## config.mk

```make
export PLATFORM = sky130hd
export DESIGN_NAME = one_bit_run_length_frame_decoder_unit_flat
export DESIGN_NICKNAME = d
export VERILOG_FILES = /design/src/design/rlfd_pkg.sv /design/src/design/rlfd_in_if.sv /design/src/design/rlfd_out_if.sv /design/src/design/one_bit_run_length_frame_decoder_unit.sv /design/src/design/rlfd_cfg.sv /design/src/design/rlfd_ctrl.sv /design/src/design/rlfd_dp.sv /design/src/flat_wrapper.sv
export VERILOG_INCLUDE_DIRS = /design/src /design/src/design
export SDC_FILE = /design/constraint.sdc
export NUM_CORES = 1
export LEC_CHECK = 0
export BUFFER_PORTS_ARGS = -buffer_cell sky130_fd_sc_hd__buf_2
export CAP_MARGIN = 0
export CORE_MARGIN = 5
export CORE_UTILIZATION = 45
export DETAILED_ROUTE_END_ITERATION = 8
export PLACE_DENSITY = 0.75
export SYNTH_ARGS = -nofsm -noshare
export SYNTH_HDL_FRONTEND = slang
export SYNTH_SLANG_ARGS = --single-unit
```

## constraint.sdc

```tcl
create_clock -name clk_i -period 9.6 [get_ports clk_i]
set_input_delay 0.48 -clock clk_i [delete_from_list [all_inputs] [get_ports clk_i]]
set_output_delay 0.48 -clock clk_i [all_outputs]
set_load 0.005 [all_outputs]
```

## src/design/one_bit_run_length_frame_decoder_unit_assert.svh

```systemverilog
// Assertion macros for the run-length frame decoder.
// Included by modules that check their own logic; expects clk_i and rst_ni in scope.
`ifndef ONE_BIT_RUN_LENGTH_FRAME_DECODER_UNIT_ASSERT_SVH
`define ONE_BIT_RUN_LENGTH_FRAME_DECODER_UNIT_ASSERT_SVH

// same-cycle implication
`define RLFD_ASSERT_NOW(lbl, ante, cons) \
  lbl: assert property (@(posedge clk_i) disable iff (!rst_ni) (ante) |-> (cons)) \
    else $error("rlfd assertion failed");

// next-cycle implication
`define RLFD_ASSERT_NXT(lbl, ante, cons) \
  lbl: assert property (@(posedge clk_i) disable iff (!rst_ni) (ante) |=> (cons)) \
    else $error("rlfd assertion failed");

`endif

```

## src/design/rlfd_pkg.sv

```systemverilog
// Shared types and constants of the run-length frame decoder.
// No dependencies; used by the top level, rlfd_out_if, rlfd_cfg, rlfd_ctrl and rlfd_dp.
package rlfd_pkg;

  localparam int ColorBitsDef = 16;
  localparam int PixOutW      = 16;
  localparam int AddrW        = 5;
  localparam logic [7:0] MinWidth = 8'd4;

  localparam logic ActStart = 1'b0;
  localparam logic ActData  = 1'b1;

  typedef enum logic [2:0] {
    RegWidth  = 3'd0,
    RegHeight = 3'd1,
    RegLenBits = 3'd2,
    RegSkip   = 3'd3,
    RegFore   = 3'd4,
    RegBack   = 3'd5
  } reg_idx_e;

  typedef struct packed {
    logic [7:0]  frame_width;
    logic [7:0]  frame_height;
    logic [2:0]  length_bits;
    logic [2:0]  skip_bits;
    logic [15:0] fore_color;
    logic [15:0] back_color;
  } cfg_t;

  typedef struct packed {
    logic load;
    logic unit_take;
    logic seg_step;
  } cmd_t;

  typedef struct packed {
    logic frame_done;
    logic unit_avail;
    logic seg_pending;
    logic out_free;
  } status_t;

endpackage

```

## src/design/rlfd_in_if.sv

```systemverilog
// Input word channel of the run-length frame decoder.
// Depends on nothing; carries action and data_byte.
interface rlfd_in_if;
  logic       valid;
  logic       ready;
  logic       action;
  logic [7:0] data_byte;

  modport source (output valid, output action, output data_byte, input ready);
  modport sink (input valid, input action, input data_byte, output ready);
endinterface

```

## src/design/rlfd_out_if.sv

```systemverilog
// Output segment channel of the run-length frame decoder.
// Depends on rlfd_pkg for the pixel width.
interface rlfd_out_if;
  logic                             valid;
  logic                             ready;
  logic [rlfd_pkg::PixOutW-1:0]     pixel_value;
  logic [7:0]                       row;
  logic [7:0]                       col_start;
  logic [7:0]                       seg_length;
  logic                             line_end;
  logic                             frame_end;
  logic                             last_of_item;

  modport source (output valid, output pixel_value, output row, output col_start,
                  output seg_length, output line_end, output frame_end,
                  output last_of_item, input ready);
  modport sink (input valid, input pixel_value, input row, input col_start,
                input seg_length, input line_end, input frame_end,
                input last_of_item, output ready);
endinterface

```

## src/design/one_bit_run_length_frame_decoder_unit.sv

```systemverilog
// One-bit run-length frame decoder, top level.
// Depends on rlfd_pkg, rlfd_in_if, rlfd_out_if, rlfd_cfg, rlfd_ctrl and rlfd_dp.
//
// Usage: the input channel takes one word per coded byte or start command;
// action 0 starts a frame, action 1 carries data_byte, read MSB first.
// The output channel gives one word per line-clipped segment, with row,
// first column, length, line and frame end flags, and last_of_item on the
// final segment a byte causes. Registers are written over the APB port;
// the user must do so only while the block is idle; it is not enforced.
// Sequence: a start word or an ignored byte is handled in the idle state alone.
// A data byte is loaded, then each unit in turn is split, its segments are
// stepped one at a time and the unit is closed; the byte ends when no whole
// unit is left. The shared unit splitter and the single segment stepper
// bound how fast a byte is decoded.
// Reset: no frame is active; data words are dropped until a start word.
// When the receiver stalls, the output register holds its segment and the
// segment stepper waits; input is not taken until the byte is done.
module one_bit_run_length_frame_decoder_unit #(
  parameter int COLOR_BITS = rlfd_pkg::ColorBitsDef
) (
  input  logic                        clk_i,
  input  logic                        rst_ni,
  input  logic                        psel,
  input  logic                        penable,
  input  logic                        pwrite,
  input  logic [rlfd_pkg::AddrW-1:0]  paddr,
  input  logic [31:0]                 pwdata,
  output logic [31:0]                 prdata,
  output logic                        pready,
  rlfd_in_if.sink                     in_i,
  rlfd_out_if.source                  out_o
);

  rlfd_pkg::cfg_t    cfg;
  rlfd_pkg::cmd_t    cmd;
  rlfd_pkg::status_t status;

  rlfd_cfg u_cfg (
    .clk_i   (clk_i),
    .rst_ni  (rst_ni),
    .psel    (psel),
    .penable (penable),
    .pwrite  (pwrite),
    .paddr   (paddr),
    .pwdata  (pwdata),
    .prdata  (prdata),
    .pready  (pready),
    .cfg_o   (cfg)
  );

  rlfd_ctrl u_ctrl (
    .clk_i       (clk_i),
    .rst_ni      (rst_ni),
    .in_valid_i  (in_i.valid),
    .in_action_i (in_i.action),
    .in_ready_o  (in_i.ready),
    .status_i    (status),
    .cmd_o       (cmd)
  );

  rlfd_dp #(
    .COLOR_BITS (COLOR_BITS)
  ) u_dp (
    .clk_i       (clk_i),
    .rst_ni      (rst_ni),
    .cfg_i       (cfg),
    .cmd_i       (cmd),
    .status_o    (status),
    .in_action_i (in_i.action),
    .in_data_i   (in_i.data_byte),
    .out_valid_o (out_o.valid),
    .out_ready_i (out_o.ready),
    .out_pixel_o (out_o.pixel_value),
    .out_row_o   (out_o.row),
    .out_col_o   (out_o.col_start),
    .out_len_o   (out_o.seg_length),
    .out_le_o    (out_o.line_end),
    .out_fe_o    (out_o.frame_end),
    .out_last_o  (out_o.last_of_item)
  );

endmodule

```

## src/design/rlfd_cfg.sv

```systemverilog
// Configuration register file with APB-style access.
// Depends on rlfd_pkg for the register indexes and the cfg_t bundle.
module rlfd_cfg (
  input  logic                        clk_i,
  input  logic                        rst_ni,
  input  logic                        psel,
  input  logic                        penable,
  input  logic                        pwrite,
  input  logic [rlfd_pkg::AddrW-1:0]  paddr,
  input  logic [31:0]                 pwdata,
  output logic [31:0]                 prdata,
  output logic                        pready,
  output rlfd_pkg::cfg_t              cfg_o
);

  rlfd_pkg::cfg_t   cfg_q;
  rlfd_pkg::reg_idx_e idx;
  logic             wr_en;

  assign idx    = rlfd_pkg::reg_idx_e'(paddr[rlfd_pkg::AddrW-1:2]);
  assign wr_en  = psel && penable && pwrite;
  assign pready = 1'b1;
  assign cfg_o  = cfg_q;

  always_ff @(posedge clk_i or negedge rst_ni) begin
    if (!rst_ni) begin
      cfg_q.frame_width  <= 8'd8;
      cfg_q.frame_height <= 8'd8;
      cfg_q.length_bits  <= 3'd7;
      cfg_q.skip_bits    <= 3'd0;
      cfg_q.fore_color   <= 16'hFFFF;
      cfg_q.back_color   <= 16'h0000;
    end else if (wr_en) begin
      unique case (idx)
        rlfd_pkg::RegWidth:   cfg_q.frame_width  <= pwdata[7:0];
        rlfd_pkg::RegHeight:  cfg_q.frame_height <= pwdata[7:0];
        rlfd_pkg::RegLenBits: cfg_q.length_bits  <= pwdata[2:0];
        rlfd_pkg::RegSkip:    cfg_q.skip_bits    <= pwdata[2:0];
        rlfd_pkg::RegFore:    cfg_q.fore_color   <= pwdata[15:0];
        rlfd_pkg::RegBack:    cfg_q.back_color   <= pwdata[15:0];
        default: ;
      endcase
    end
  end

  always_comb begin
    unique case (idx)
      rlfd_pkg::RegWidth:   prdata = {24'd0, cfg_q.frame_width};
      rlfd_pkg::RegHeight:  prdata = {24'd0, cfg_q.frame_height};
      rlfd_pkg::RegLenBits: prdata = {29'd0, cfg_q.length_bits};
      rlfd_pkg::RegSkip:    prdata = {29'd0, cfg_q.skip_bits};
      rlfd_pkg::RegFore:    prdata = {16'd0, cfg_q.fore_color};
      rlfd_pkg::RegBack:    prdata = {16'd0, cfg_q.back_color};
      default:              prdata = 32'd0;
    endcase
  end

endmodule

```

## src/design/rlfd_ctrl.sv

```systemverilog
// Sequencing controller: accept a word, take units, step segments.
// Depends on rlfd_pkg for the command and status bundles.
module rlfd_ctrl (
  input  logic                clk_i,
  input  logic                rst_ni,
  input  logic                in_valid_i,
  input  logic                in_action_i,
  output logic                in_ready_o,
  input  rlfd_pkg::status_t   status_i,
  output rlfd_pkg::cmd_t      cmd_o
);

  typedef enum logic [1:0] {
    StIdle,
    StUnit,
    StSeg
  } state_e;

  state_e state_q, state_d;
  logic   accept;

  assign in_ready_o = (state_q == StIdle);
  assign accept     = in_valid_i && in_ready_o;

  always_comb begin
    cmd_o   = '0;
    state_d = state_q;
    unique case (state_q)
      StIdle: begin
        cmd_o.load = accept;
        if (accept && in_action_i == rlfd_pkg::ActData && !status_i.frame_done) begin
          state_d = StUnit;
        end
      end
      StUnit: begin
        if (status_i.unit_avail) begin
          cmd_o.unit_take = 1'b1;
          state_d = StSeg;
        end else begin
          state_d = StIdle;
        end
      end
      StSeg: begin
        if (!status_i.seg_pending) begin
          state_d = StUnit;
        end else begin
          cmd_o.seg_step = status_i.out_free;
        end
      end
      default: state_d = StIdle;
    endcase
  end

  always_ff @(posedge clk_i or negedge rst_ni) begin
    if (!rst_ni) begin
      state_q <= StIdle;
    end else begin
      state_q <= state_d;
    end
  end

endmodule

```

## src/design/rlfd_dp.sv

```systemverilog
// Decode datapath: bit accumulator, unit split, line clipping, output register.
// Depends on rlfd_pkg and the assertion macro header.
`include "one_bit_run_length_frame_decoder_unit_assert.svh"

module rlfd_dp #(
  parameter int COLOR_BITS = rlfd_pkg::ColorBitsDef
) (
  input  logic                            clk_i,
  input  logic                            rst_ni,
  input  rlfd_pkg::cfg_t                  cfg_i,
  input  rlfd_pkg::cmd_t                  cmd_i,
  output rlfd_pkg::status_t               status_o,
  input  logic                            in_action_i,
  input  logic [7:0]                      in_data_i,
  output logic                            out_valid_o,
  input  logic                            out_ready_i,
  output logic [rlfd_pkg::PixOutW-1:0]    out_pixel_o,
  output logic [7:0]                      out_row_o,
  output logic [7:0]                      out_col_o,
  output logic [7:0]                      out_len_o,
  output logic                            out_le_o,
  output logic                            out_fe_o,
  output logic                            out_last_o
);

  localparam int PixW = (COLOR_BITS < rlfd_pkg::PixOutW) ? COLOR_BITS : rlfd_pkg::PixOutW;

  logic [14:0]     acc_q;
  logic [3:0]      cnt_q;
  logic [2:0]      skip_q;
  logic [7:0]      row_q, col_q, len_q;
  logic            done_q;
  logic [PixW-1:0] pix_q;

  logic            ov_q;
  logic [PixW-1:0] opix_q;
  logic [7:0]      orow_q, ocol_q, olen_q;
  logic            ole_q, ofe_q, olast_q;

  logic [3:0]  usize, nbits, shift;
  logic [7:0]  byte_m;
  logic [14:0] acc_ld, acc_sh, acc_rem;
  logic [3:0]  cnt_ld;
  logic [6:0]  lmask;
  logic        color;
  logic [7:0]  len_new;
  logic [7:0]  w, h, room, seg, col_sum;
  logic        row_over, col_over, le, fe, last, out_free;

  assign usize   = {1'b0, cfg_i.length_bits} + 4'd1;
  assign nbits   = 4'd8 - {1'b0, skip_q};
  assign byte_m  = in_data_i & 8'((9'd1 << nbits) - 9'd1);
  assign acc_ld  = (acc_q << nbits) | {7'd0, byte_m};
  assign cnt_ld  = cnt_q + nbits;

  assign shift   = cnt_q - usize;
  assign acc_sh  = acc_q >> shift;
  assign acc_rem = acc_q & 15'((16'd1 << shift) - 16'd1);
  assign lmask   = 7'((8'd1 << cfg_i.length_bits) - 8'd1);
  assign color   = acc_sh[{1'b0, cfg_i.length_bits}];
  assign len_new = {1'b0, acc_sh[6:0] & lmask} + 8'd1;

  assign w        = (cfg_i.frame_width < rlfd_pkg::MinWidth) ? rlfd_pkg::MinWidth
                                                            : cfg_i.frame_width;
  assign h        = (cfg_i.frame_height == 8'd0) ? 8'd1 : cfg_i.frame_height;
  assign row_over = (row_q >= h);
  assign col_over = (col_q >= w);
  assign room     = w - col_q;
  assign seg      = (len_q < room) ? len_q : room;
  assign col_sum  = col_q + seg;
  assign le       = (col_sum == w);
  assign fe       = le && (({1'b0, row_q} + 9'd1) >= {1'b0, h});
  assign last     = fe || ((len_q == seg) && (cnt_q < usize));
  assign out_free = !ov_q || out_ready_i;

  assign status_o.frame_done  = done_q;
  assign status_o.unit_avail  = !done_q && (cnt_q >= usize);
  assign status_o.seg_pending = !done_q && (len_q != 8'd0);
  assign status_o.out_free    = out_free;

  always_ff @(posedge clk_i or negedge rst_ni) begin
    if (!rst_ni) begin
      acc_q  <= '0;
      cnt_q  <= '0;
      skip_q <= '0;
      row_q  <= '0;
      col_q  <= '0;
      len_q  <= '0;
      done_q <= 1'b1;
      ov_q   <= 1'b0;
    end else begin
      if (cmd_i.seg_step && !row_over && !col_over) begin
        ov_q <= 1'b1;
      end else if (out_ready_i) begin
        ov_q <= 1'b0;
      end
      if (cmd_i.load) begin
        if (in_action_i == rlfd_pkg::ActStart) begin
          acc_q  <= '0;
          cnt_q  <= '0;
          row_q  <= '0;
          col_q  <= '0;
          len_q  <= '0;
          skip_q <= cfg_i.skip_bits;
          done_q <= 1'b0;
        end else if (!done_q) begin
          acc_q  <= acc_ld;
          cnt_q  <= cnt_ld;
          skip_q <= '0;
        end
      end
      if (cmd_i.unit_take) begin
        acc_q <= acc_rem;
        cnt_q <= shift;
        len_q <= len_new;
      end
      if (cmd_i.seg_step) begin
        if (row_over) begin
          done_q <= 1'b1;
          acc_q  <= '0;
          cnt_q  <= '0;
          len_q  <= '0;
        end else if (col_over) begin
          col_q <= '0;
          row_q <= row_q + 8'd1;
        end else begin
          len_q <= fe ? 8'd0 : len_q - seg;
          if (le) begin
            col_q <= '0;
            row_q <= row_q + 8'd1;
          end else begin
            col_q <= col_sum;
          end
          if (fe) begin
            done_q <= 1'b1;
            acc_q  <= '0;
            cnt_q  <= '0;
          end
        end
      end
    end
  end

  always_ff @(posedge clk_i) begin
    if (cmd_i.unit_take) begin
      pix_q <= color ? cfg_i.fore_color[PixW-1:0] : cfg_i.back_color[PixW-1:0];
    end
    if (cmd_i.seg_step && !row_over && !col_over) begin
      opix_q  <= pix_q;
      orow_q  <= row_q;
      ocol_q  <= col_q;
      olen_q  <= seg;
      ole_q   <= le;
      ofe_q   <= fe;
      olast_q <= last;
    end
  end

  assign out_valid_o = ov_q;
  assign out_pixel_o = rlfd_pkg::PixOutW'(opix_q);
  assign out_row_o   = orow_q;
  assign out_col_o   = ocol_q;
  assign out_len_o   = olen_q;
  assign out_le_o    = ole_q;
  assign out_fe_o    = ofe_q;
  assign out_last_o  = olast_q;

  `RLFD_ASSERT_NOW(a_done_no_bits, done_q, cnt_q == 4'd0 && len_q == 8'd0)
  `RLFD_ASSERT_NOW(a_step_needs_room, cmd_i.seg_step, out_free)
  `RLFD_ASSERT_NOW(a_fe_is_last, ov_q && ofe_q, olast_q && ole_q)
  `RLFD_ASSERT_NXT(a_fe_ends_frame, cmd_i.seg_step && !row_over && !col_over && fe, done_q)

endmodule
```

## src/flat_wrapper.sv

```systemverilog
// flat-port wrapper written by rule: the top's interface ports become plain ports
module one_bit_run_length_frame_decoder_unit_flat 
#(
  parameter int COLOR_BITS = rlfd_pkg::ColorBitsDef
)
  (clk_i, rst_ni, psel, penable, pwrite, paddr, pwdata, prdata, pready, in_i_valid, in_i_action, in_i_data_byte, in_i_ready, out_o_valid, out_o_pixel_value, out_o_row, out_o_col_start, out_o_seg_length, out_o_line_end, out_o_frame_end, out_o_last_of_item, out_o_ready);
  rlfd_in_if in_i_i ();
  rlfd_out_if out_o_i ();
  input  logic clk_i;
  input  logic rst_ni;
  input  logic psel;
  input  logic penable;
  input  logic pwrite;
  input  logic [rlfd_pkg::AddrW-1:0] paddr;
  input  logic [31:0] pwdata;
  output logic [31:0] prdata;
  output logic pready;
  input wire logic [$bits(in_i_i.valid)-1:0] in_i_valid;
  input wire logic [$bits(in_i_i.action)-1:0] in_i_action;
  input wire logic [$bits(in_i_i.data_byte)-1:0] in_i_data_byte;
  output wire logic [$bits(in_i_i.ready)-1:0] in_i_ready;
  output wire logic [$bits(out_o_i.valid)-1:0] out_o_valid;
  output wire logic [$bits(out_o_i.pixel_value)-1:0] out_o_pixel_value;
  output wire logic [$bits(out_o_i.row)-1:0] out_o_row;
  output wire logic [$bits(out_o_i.col_start)-1:0] out_o_col_start;
  output wire logic [$bits(out_o_i.seg_length)-1:0] out_o_seg_length;
  output wire logic [$bits(out_o_i.line_end)-1:0] out_o_line_end;
  output wire logic [$bits(out_o_i.frame_end)-1:0] out_o_frame_end;
  output wire logic [$bits(out_o_i.last_of_item)-1:0] out_o_last_of_item;
  input wire logic [$bits(out_o_i.ready)-1:0] out_o_ready;
  assign in_i_i.valid = in_i_valid;
  assign in_i_i.action = in_i_action;
  assign in_i_i.data_byte = in_i_data_byte;
  assign in_i_ready = in_i_i.ready;
  assign out_o_valid = out_o_i.valid;
  assign out_o_pixel_value = out_o_i.pixel_value;
  assign out_o_row = out_o_i.row;
  assign out_o_col_start = out_o_i.col_start;
  assign out_o_seg_length = out_o_i.seg_length;
  assign out_o_line_end = out_o_i.line_end;
  assign out_o_frame_end = out_o_i.frame_end;
  assign out_o_last_of_item = out_o_i.last_of_item;
  assign out_o_i.ready = out_o_ready;
  one_bit_run_length_frame_decoder_unit #(.COLOR_BITS(COLOR_BITS)) u_core (.clk_i(clk_i), .rst_ni(rst_ni), .psel(psel), .penable(penable), .pwrite(pwrite), .paddr(paddr), .pwdata(pwdata), .prdata(prdata), .pready(pready), .in_i(in_i_i), .out_o(out_o_i));
endmodule
```

# Word level (Yosys, flattened, before mapping)
# Cells that the tools add are included.
dict set report op_classes {
  addsub 13
  order_cmp 8
  n_eq_ne 12
  n_shift 5
  n_mux 61
  bitwise 4
  n_reduce_logical 30
}
# op n
set op_table {}
lappend op_table {{8-bit 2-to-1 mux} 22}
lappend op_table {{15-bit 2-to-1 mux} 8}
lappend op_table {{16-bit case mux with 6 select lines} 1}
lappend op_table {{4-bit 2-to-1 mux} 8}
lappend op_table {{8-bit == test} 2}
lappend op_table {{8-bit greater-or-equal comparator} 2}
lappend op_table {{16-bit 2-to-1 mux} 1}
lappend op_table {{2-bit AND reduction} 8}
lappend op_table {{8-bit subtractor} 2}
lappend op_table {{15-bit bitwise AND} 1}
lappend op_table {{15-bit by 8-bit OR with 15-bit output} 1}
lappend op_table {{1-bit by 4-bit << shifter with 15-bit output (first input constant)} 1}
lappend op_table {{15-bit by 4-bit << shifter with 15-bit output} 1}
lappend op_table {{15-bit by 4-bit >> shifter with 8-bit output} 1}
lappend op_table {{15-bit by 1-bit subtractor with 15-bit output (second input constant)} 1}
lappend op_table {{1-bit 2-to-1 mux} 14}
lappend op_table {{1-bit logical AND} 11}
lappend op_table {{8-bit by 1-bit adder with 9-bit output (second input constant)} 1}
lappend op_table {{9-bit by 8-bit greater-or-equal comparator with 1-bit output} 1}
lappend op_table {{7-bit by 1-bit adder with 8-bit output (second input constant)} 1}
lappend op_table {{8-bit by 1-bit adder with 8-bit output (second input constant)} 1}
lappend op_table {{8-bit adder} 1}
lappend op_table {{8-bit bitwise AND} 1}
lappend op_table {{8-bit zero test} 1}
lappend op_table {{31 further kinds} 41}
dict set report word_totals {
  regBits 163
}

# Depth between registers and ports, before layout
# Gate-level depths: netlist (run 1).
dict set report depth {
  word_depth 13
  depth_mapped 28
  mapped_depth_nobuf 27
}

# By module
# From an unflattened synthesis (run 1), not the netlist that was laid out.
dict set report hier_totals {
  hier_cells 1080
  hier_area_um2 11312.1
}
# mod n_inst cells_per_inst area_per_inst_um2 seq_area_each_um2
set modules_own_cells {}
lappend modules_own_cells {rlfd_dp 1 881 8501.9 2974.1}
lappend modules_own_cells {rlfd_cfg 1 187 2692.6 1377.6}
lappend modules_own_cells {rlfd_ctrl 1 12 117.6 50.0}

# Worst setup path before layout (run 1)
# Ideal clock, no wire load.
dict set report synth_path {
  kind {register to register}
  start {reg u_core.u_cfg.cfg_q, in the netlist u_core.u_cfg.cfg_o[53]}
  end {reg u_core.u_dp.row_q[2]}
  setup_ps 120
  arrival_time_ps 6343
  required_time_ps 9480
  setup_slack_ps 3137
  path_stages_with_launch 24
  path_buffers 1
  period_less_slack_ps 6463
  path_cell_list {dfrtp_1 > or4_4 > or3_1 > nand2_1 > ha_1 > a21oi_1 > a21oi_1 > or4_1 > nand2_1 > ha_1 > a21oi_1 > o21ai_0 > a21oi_1 > clkbuf_1 > a21oi_1 > fa_1 > a211oi_1 > nor3b_1 > a221o_1 > or3_1 > or4_4 > o21ai_4 > nand2_2 > a31o_2}
}
dict set report synth_via {
  elab_chain_cells 11
  word_cells_on_any_way 12
}
# element line
set synth_lines {}
lappend synth_lines {{from (decl)} rlfd_cfg.sv:16} ;# rlfd_pkg::cfg_t cfg_q;
lappend synth_lines {{8-bit by 3-bit < comparator with 1-bit output} rlfd_dp.sv:63} ;# assign w = (cfg_i.frame_width < rlfd_pkg::MinWidth) ? rlfd_pkg::MinWidth
lappend synth_lines {{8-bit 2-to-1 mux *} rlfd_dp.sv:63}
lappend synth_lines {{8-bit subtractor *} rlfd_dp.sv:68} ;# assign room = w - col_q;
lappend synth_lines {{8-bit < comparator} rlfd_dp.sv:69} ;# assign seg = (len_q < room) ? len_q : room;
lappend synth_lines {{8-bit 2-to-1 mux *} rlfd_dp.sv:69}
lappend synth_lines {{via u_core.u_dp.seg[1]} rlfd_dp.sv:47} ;# logic [7:0] w, h, room, seg, col_sum;
lappend synth_lines {{8-bit adder *} rlfd_dp.sv:70} ;# assign col_sum = col_q + seg;
lappend synth_lines {{8-bit == test *} rlfd_dp.sv:71} ;# assign le = (col_sum == w);
lappend synth_lines {{8-bit 2-to-1 mux *} rlfd_dp.sv:128} ;# if (le) begin
lappend synth_lines {{8-bit 2-to-1 mux *} rlfd_dp.sv:123} ;# end else if (col_over) begin
lappend synth_lines {{8-bit 2-to-1 mux *} rlfd_dp.sv:118} ;# if (row_over) begin
lappend synth_lines {{8-bit 2-to-1 mux *} rlfd_dp.sv:117} ;# if (cmd_i.seg_step) begin
lappend synth_lines {{to (signal assigned)} rlfd_dp.sv:125} ;# row_q <= row_q + 8'd1;
lappend synth_lines {{to (signal assigned)} rlfd_dp.sv:130} ;# row_q <= row_q + 8'd1;
lappend synth_lines {{to (decl)} rlfd_dp.sv:31} ;# logic [7:0] row_q, col_q, len_q;
# The timed path passes the listed nets; every way through them passes the cells marked *.
# A chain may end at the register's enable or synchronous reset.

# Worst setup path in the final report (run 1)
dict set report layout_path {
  start {reg u_core.u_cfg.cfg_q, in the netlist u_core.u_cfg.cfg_o[53]}
  end {reg u_core.u_dp.acc_q[4]}
}
dict set report layout_via {
  elab_chain_cells 12
  word_cells_on_any_way 13
}
# element line
set layout_lines {}
lappend layout_lines {{8-bit by 3-bit < comparator with 1-bit output} rlfd_dp.sv:63}
lappend layout_lines {{8-bit 2-to-1 mux *} rlfd_dp.sv:63}
lappend layout_lines {{8-bit subtractor *} rlfd_dp.sv:68}
lappend layout_lines {{8-bit < comparator} rlfd_dp.sv:69}
lappend layout_lines {{8-bit 2-to-1 mux *} rlfd_dp.sv:69}
lappend layout_lines {{via u_core.u_dp.seg[1]} rlfd_dp.sv:47}
lappend layout_lines {{8-bit adder *} rlfd_dp.sv:70}
lappend layout_lines {{8-bit == test *} rlfd_dp.sv:71}
lappend layout_lines {{1-bit logical AND *} rlfd_dp.sv:72} ;# assign fe = le && (({1'b0, row_q} + 9'd1) >= {1'b0, h});
lappend layout_lines {{via u_core.u_dp.fe} rlfd_dp.sv:48} ;# logic row_over, col_over, le, fe, last, out_free;
lappend layout_lines {{15-bit 2-to-1 mux *} rlfd_dp.sv:134} ;# if (fe) begin
lappend layout_lines {{15-bit 2-to-1 mux *} rlfd_dp.sv:123}
lappend layout_lines {{15-bit 2-to-1 mux *} rlfd_dp.sv:118}
lappend layout_lines {{15-bit 2-to-1 mux *} rlfd_dp.sv:117}
lappend layout_lines {{to (signal assigned)} rlfd_dp.sv:107} ;# acc_q <= acc_ld;
lappend layout_lines {{to (signal assigned)} rlfd_dp.sv:113} ;# acc_q <= acc_rem;
lappend layout_lines {{to (decl)} rlfd_dp.sv:28} ;# logic [14:0] acc_q;
# Marks and branches as above.

==> flow_results.org, run 1 <==
** Critical path
- Startpoint types :: flip-flop
- Cell seen most often among critical-path stages :: a21oi_1
- CP Max Fanout :: 20
- Cell with the biggest individual delay on the critical path :: a21oi_1
- Counting both buffers and inverters, the worst setup path holds a total of 0.
- For the worst setup path, the data required time is 9.89 ns.
- The cell family contributing the most delay on the critical path is simple AND/OR/NAND/NOR gates.
- In this run the critical register-to-register path is launched from u_core.u_cfg.cfg_o[53]$_DFFE_PN0P_.
- Type of the worst setup path :: reg2reg
- Reg2reg path depth :: 22
- Arrival time at the worst endpoint :: 8.06 ns
- The worst setup path is captured at a flip-flop.
- The critical path goes through or4_4, or3_1, nand2_1, ha_1, a21oi_1, a21oi_1, or4_1, nand2_1, ha_1, a21oi_1, o21ai_0, a21oi_1, a21oi_1, fa_1, a211oi_1, nor3b_1, a221o_1, or3_1, or4_4, nor3_4, a31o_2, nor3_1.
- Worst reg-to-reg setup slack :: 1.84 ns
- The endpoint identified for the worst register-to-register timing path is u_core.u_dp.acc_q[4]$_DFF_PN0_.
- The largest single stage delay on the critical path is 0.71 ns.

** STA
- Normalized max-slew margin :: 0.275
- Achievable Freq :: ~130 MHz
- Post-route minimum period :: 7.76 ns
- Summed over all failing endpoints, the final setup total negative slack is 0 ns.
- The max-slew violation count is 0.
- Final cycle utilization of the critical path :: 0.809
- Final hold violation count :: 0
- Setup repair after global routing left no endpoint under its margin.
- The clock arrives with 0.0120 ns of skew.
- Least-Margin Pin Slew :: 1.09 ns
- Slack of the critical path :: approximately 1.8 ns
- Setup violations remaining at the end of the flow were counted as 0.

** CTS
- Worst-Skew Late Latency :: roughly 0.43 ns
- The tree built by TritonCTS fans out to 163 sinks.
- After clock tree synthesis, the setup repair step added 0 buffers.
- Clock tree from TritonCTS :: yes
- Count of hold-fix buffers inserted at cts :: 0
- The number of gates resized after CTS was 0.
- Clock-pin slew on the worst setup and hold paths :: approximately 0.070 ns
- Clock buffer count from CTS :: 17
- The root buffer cell chosen for the clock tree is clkbuf_16.
- Clock Tree Buf Depth :: 2
- H-tree levels :: 4

** Floorplanning
- The initial utilization of the core area, before any placement, comes to 0.458.
- The die covers 0.0280 mm2.
- Horiz. Die Dim :: 167 um
- In this run the count of I/O pins placed on the die edge is 131.
- The die is 167 um tall.
- Num rows :: 57
- Core Footprint :: 0.0243 mm2

** Place
- DP HPWL :: 20.9 mm
- After detailed placement, the total cell area comes to around 0.012 mm2.
- Counting tap cells, the placed design contains a total of 1465 instances.
- Timing analysis after detailed placement gives a worst setup slack of 1.94 ns.
- Final weighted congestion of routability-driven global placement :: 0.914
- Number of buffers added on ports :: 95

** Route
- After the first detailed-routing iteration, the DRC count stood at 896.
- Aggregate routed wire length :: 28.6 mm
- Average vias per placed instance :: 5.88
- For this run, design rule violations remaining after detail routing come to 0.
- In this run the remaining antenna-violating nets after routing total 0.
- Average routed wire per standard cell :: 19.1 um
- Across all layers, the routed design uses 8809 vias.
- The first TritonRoute pass finished after 7 iterations.

** Pwr
- Power per cell area :: 379 mW/mm2
- VDD sags by at most 0.204 mV.
- Leakage power figure :: 0.00549 uW

** Min path
- The path class of the tightest hold or removal check is in2async.

** Final layout
- For this run, the share of the core covered by cells in the final layout is 0.509.
- Number of nets in the layout :: 1286
- Compared with the post-synthesis result, the final layout area differs by 11.2%.
- Number of antenna diodes :: 0
- The filler cells instantiated in the layout total 2166.
- Of the cells placed in the final design, the portion with a size suffix greater than 1 is 0.229.
- Non-filler instance count after layout :: 1497
- Non-Filler Cell Area, Final :: approximately 0.012 mm2

** Global route
- The first global-routing pass estimated 45.9 mm of wire.
- Overall track demand over capacity in global routing :: 0.201
- GR Overflow Total :: 0
- The number of antenna violations at the first check in global routing is 0.
- Vias in the first global route :: 8507
- Pin count of the biggest net entering global routing :: 72

** Synthesis
- The cell area that synthesis handed to floorplanning was between 0.01 and 0.015 mm2.
- Synth warn :: 0
- The share of the Yosys chip area taken by registers is 0.395.
- Async set-or-reset flop fraction in the synthesized netlist :: 0.638
- Post-synth top flop :: dfrtp_1
- Synthesis instantiated 79 different standard cells from the library.
- Post-synth EDFFs :: 59
- Synthesis inferred between 150 and 200 register bits.
- Counting every instance in the synthesized netlist gives 1088.
- The average instance in the mapped netlist occupies 10.2 um2.

** Run
- Across the run, the number of max-cap violations was 0.

** Status
- The flow ran to the end, and the final reports show no timing, DRC or antenna violations.
## synthesized netlist by cell type (19+ instances only)
cell type / n / area [um2]
nand2_1: 107 / 402
inv_1: 51 / 191
nand3_1: 22 / 110
o21ai_0: 53 / 265
mux2i_1: 45 / 450
dfrtp_1: 82 / 2050
ha_1: 68 / 851
edfxtp_1: 59 / 1770
mux2_2: 54 / 608
dfstp_2: 22 / 578
nor3_1: 22 / 110
a21o_1: 19 / 143
clkbuf_1: 39 / 146
a21oi_1: 59 / 295
xnor2_1: 24 / 210
nor2_1: 69 / 259
## flip-flops by register name (all words and copies together), names as in the netlist, 2 cells and up
name,count
u_core.u_dp.out_col_o,8
u_core.u_dp.skip_q,3
u_core.u_dp.out_len_o,8
u_core.u_dp.pix_q,16
u_core.u_dp.out_pixel_o,16
u_core.u_dp.out_row_o,8
u_core.u_cfg.cfg_o,54
u_core.u_dp.len_q,8
u_core.u_dp.row_q,8
u_core.u_dp.acc_q,15
u_core.u_ctrl.state_q,2
u_core.u_dp.col_q,8
u_core.u_dp.cnt_q,4
## cells in the final DEF (no fill, tap or decap), types with 50 or more instances in the layout
cell	netlist	routed
o21ai_0	53	53
dfrtp_1	82	82
nor2_1	69	68
ha_1	68	68
mux2_2	54	54
edfxtp_1	59	59
inv_1	51	50
nand2_1	107	107
a21oi_1	59	59
buf_2	2	94
## metal layers
metal  GRT usage  routed length [um]
met1       0.281               12700
met2       0.324               13700
met3      0.0389                1870
met4      0.0540                 393
met5           0                   0
## kinds of logic after synthesis
group / synth area share
flip-flops: 0.395
AO/OA/AOI/OAI: 0.154
adder cells (fa/ha/maj): 0.0854
other: 0.000675
multiplexers: 0.147
AND/OR/NAND/NOR: 0.129
XOR/XNOR: 0.0380
buffers and inverters: 0.0498
## layout make-up
type | instances | area (um2) | area share
inverter | 53 | 199 | 0.0161
timing repair buffer | 108 | 576 | 0.0465
multi-input combinational | 817 | 6240 | 0.504
clock inverter | 14 | 129 | 0.0104
tap | 324 | 405 | 0.0328
clock buffer | 18 | 429 | 0.0347
sequential | 163 | 4400 | 0.356
## how the worst max path moves through the flow
stage	from	to	slack, ns	cells after the start
5_1_grt	u_core.u_cfg.cfg_o[53]$_DFFE_PN0P_	u_core.u_dp.acc_q[4]$_DFF_PN0_	1.33	24
3_3_place_gp	u_core.u_cfg.cfg_o[53]$_DFFE_PN0P_	u_core.u_dp.acc_q[4]$_DFF_PN0_	2.03	22
6_report	u_core.u_cfg.cfg_o[53]$_DFFE_PN0P_	u_core.u_dp.acc_q[4]$_DFF_PN0_	1.84	22
3_5_place_dp	u_core.u_cfg.cfg_o[53]$_DFFE_PN0P_	u_core.u_dp.acc_q[4]$_DFF_PN0_	1.94	22
4_1_cts	u_core.u_cfg.cfg_o[53]$_DFFE_PN0P_	u_core.u_dp.acc_q[4]$_DFF_PN0_	1.92	22
2_1_floorplan	u_core.u_cfg.cfg_o[53]$_DFFE_PN0P_	u_core.u_dp.row_q[2]$_DFF_PN0_	3.14	23
## worst register-to-register path, cell delays in order, from the launching register on
cell and delay (ns):
dfrtp_1 0.45, or4_4 0.59, or3_1 0.36, nand2_1 0.09, ha_1 0.28, a21oi_1 0.19
a21oi_1 0.10, or4_1 0.54, nand2_1 0.13, ha_1 0.24, a21oi_1 0.14, o21ai_0 0.16
a21oi_1 0.71, a21oi_1 0.40, fa_1 0.56, a211oi_1 0.31, nor3b_1 0.17, a221o_1 0.35
or3_1 0.36, or4_4 0.52, nor3_4 0.31, a31o_2 0.54, nor3_1 0.14
## power by group
group / leakage, uW / internal [uW] / switching [uW]
Clock: 0.000258 / 360 / 292
Combinational: 0.00340 / 1210 / 1690
Sequential: 0.00184 / 960 / 186
Total: 0.00549 / 2530 / 2170
## stage by stage
| step | power [uW] | hold WS (ns) |
|---|---|---|
| after floorplan | 3320 | 0.184 |
| after global placement | 3930 | 0.402 |
| after detailed placement | 3990 | 0.405 |
| after CTS | 4670 | 0.0308 |
| after global routing | 5060 | 0.0531 |
| final | 4700 | 0.00828 |
No activity file was read; power rests on OpenSTA's default activity.
==> inputs of run 2 (changes only) <==
==> constraint.sdc (replaced) <==
create_clock -name clk_i -period 7.3 [get_ports clk_i]
set_input_delay 0.365 -clock clk_i [delete_from_list [all_inputs] [get_ports clk_i]]
set_output_delay 0.365 -clock clk_i [all_outputs]
set_load 0.005 [all_outputs]
==> run 2 against run 1 <==
  * Clock-buffer cell count did not move
  * Global-route usage barely moved
  * Hold slack improved by 0.17 ns
  * Fmax rose by 12%
  * Die area did not move
  * Non-clock buffer count rose by 4
  * Sequential share of layout area fell by 0.38 points
==> flow_results.org, run 2 (synthesis gave the netlist of run 1 again) <==
** Status
- Result of the run :: finished clean

** Pwr
- For this design the total switching power over the nets is ~2900 uW.
- The share of total power dissipated in sequential elements is 0.238.
- Clk network pwr share :: 0.150
- Share of total power in combinational logic :: 0.611
- Net switching fraction of the power :: 0.461
- Power per cell area :: 505 mW/mm2
- Internal power consumption :: 3400 uW
- Worst VDD drop :: 0.238 mV
- Leakage power figure :: 0.00556 uW

** Final layout
- The register with the most flip-flops in the layout has 54 of them.
- Number of nets in the layout :: 1290
- Area added between synthesis and finish :: 12.4%
- Most frequent cells in the layout :: nand2_1 (107), buf_2 (94), dfrtp_1 (82)
- 0 antenna diodes ended up in the layout.
- In the final layout, the share of cells above drive strength 1 is 0.237.
- The library cell used most frequently in the layout, excluding fill and tap cells, is nand2_1.

** Critical path
- The critical path is of the reg2reg type.
- Biggest cell delay along the critical path :: 0.59 ns
- STA classifies the critical path startpoint as a flip-flop.
- Reg2reg path depth :: 26
- Along the worst path, the maximum fanout reaches 8.
- STA puts the critical path data required time at 7.62 ns.
- Data on the critical path arrives at its endpoint at 7.24 ns.
- The worst setup path is captured at a flip-flop.
- Cell with the biggest individual delay on the critical path :: or4_4
- Cell seen most often among critical-path stages :: ha_1

** Global route
- Initial antenna violation count :: 0
- The via count of the first global-routing pass was 8412.
- Summed over all layers, the global routing overflow is 0.
- Wire length of the first global-routing pass :: 46.1 mm
- Pin count of the biggest net entering global routing :: 70
- For this run, the total global-route usage over all layers was measured as 0.202.

** Place
- DP HPWL :: 21.0 mm
- At the end of routability-driven placement, the weighted congestion stood at 0.894.
- Number of buffers added on ports :: 95
- Setup slack at placement :: 0.243 ns

** STA
- The final hold violation count was 0.
- Fin Setup TNS :: 0 ns
- Count of final setup violators :: 0
- The worst path in the final design needs a cycle of 6.92 ns, including I/O delays and setup.
- Max Clock Skew :: 0.00878 ns
- For this run, the top clock speed supported by timing is about 140 MHz.
- Measured against its own limit, the worst slew margin works out to 0.195.
- Final cycle utilization of the critical path :: 0.947
- Slack of the critical path :: a little under 0.4 ns
- Setup repair after global routing left no endpoint under its margin.
- Count of pins over their slew limit :: 0
- For the pin with the worst max-slew slack, the measured transition is 1.18 ns.

** CTS
- In this run the post-CTS setup repair buffer count came out at 0.
- Clock Tree Buf Depth :: 2
- The H-tree was split into 4 levels.
- CTS root buf :: clkbuf_16
- The tree built by TritonCTS fans out to 163 sinks.
- After clock tree synthesis, the clock-pin slew on the worst setup and hold paths is 0.07 ns.
- Clock tree from TritonCTS :: yes
- Clock buffer count from CTS :: 17
- At the later pin of the worst-skew pair, clock insertion delay measures 0.43 ns.

** Route
- Dividing the detail-routed wire length by the instance count gives 19.2 um.
- The pre-antenna-repair detailed-routing pass consisted of 5 iterations.
- In the routed design, unresolved DRC markers number 0.
- Across all layers, the routed design uses 8859 vias.
- For this block, the initial DRC count from the detailed router was 905.
- Average vias per placed instance :: just under 6
- In this run the remaining antenna-violating nets after routing total 0.
- Aggregate routed wire length :: 28.8 mm

** Floorplanning
- The floorplan step defined a die boundary enclosing 0.0280 mm2.
- The die is 167 um wide.
- The core region is 0.0243 mm2.
- From bottom edge to top edge, the die measures 167 um.
- The floorplan has 57 rows.
- For this configuration, the core starts out at a cell density of 0.458.
- IO Pins :: ~130

** Min path
- The worst hold path passes through 2 cells.
- In this run the worst hold path is classified as in2reg.

** Run
- The tool flagged a number of max-cap violations equal to 0.
-- run 2: power by group through the flow --
stage               Combinational [uW]  Sequential [uW]  Clock (uW)
CTS                               3810             1500         959
finish                            3860             1510         949
global route                      4230             1540        1000
global placement                  3690             1500           0
floorplan                         2940             1420           0
detailed placement                3770             1510           0
-- run 2: final timing paths --
kind	startpoint	to	slack, ns
max	u_core.u_cfg.cfg_o[53]$_DFFE_PN0P_	u_core.u_dp.row_q[1]$_DFF_PN0_	0.38
min	pwdata[10]	u_core.u_cfg.cfg_o[26]$_DFFE_PN1P_	0.18
max reg2reg	u_core.u_cfg.cfg_o[53]$_DFFE_PN0P_	u_core.u_dp.row_q[1]$_DFF_PN0_	0.38
min reg2reg	u_core.u_dp.pix_q[3]$_DFFE_PP_	u_core.u_dp.out_pixel_o[3]$_DFFE_PP_	0.42
max in group asynchronous	rst_ni	u_core.u_cfg.cfg_o[52]$_DFFE_PN0P_	5.59
min in group asynchronous	rst_ni	u_core.u_dp.col_q[0]$_DFF_PN0_	0.44
-- run 2: critical path, delay by kind of cell (launching register included) --
kind | cells | cell delay [ns]
compound gates | 8 | 1.99
xor+xnor | 1 | 0.16
fa+ha+maj | 5 | 1.34
buf+inv | 1 | 0.10
flops | 1 | 0.46
simple gates | 11 | 2.74
-- run 2: final cells by class --
type	count	area (um2)
clock buffers	18	439
clock inverters	14	190
fillers	2114	11800
repair buffers	112	621
well taps	324	405
multi-input cells	817	6260
inverters	53	199
flip-flops and latches	163	4400
-- run 2: per-stage QoR --
step	hold slack, ns	utilization	power [uW]	instances	instance area [um2]
3_3_place_gp	0.366	0.487	5190	1468	11900
4_1_cts	0.164	0.514	6270	1501	12500
3_5_place_dp	0.375	0.487	5280	1468	11900
2_1_floorplan	0.0694	-	4370	1103	11200
6_report	0.177	0.514	6320	1501	12500
5_1_grt	0.157	0.514	6770	1501	12500
-- run 2: repair_timing --
action | in CTS | in global routing
setup endpoints to repair | 0 | 30
gates resized for setup | 0 | 8
endpoints found under the hold margin | 24 | 0
hold buffers | 1 | 0
-- run 2: metal layers --
metal,track usage,vias to the layer above,routed length (um)
met4,0.0558,0,472
met3,0.0375,42,1870
met2,0.318,315,13500
met1,0.288,4372,12900
li1,-,4130,-
met5,0,-,0
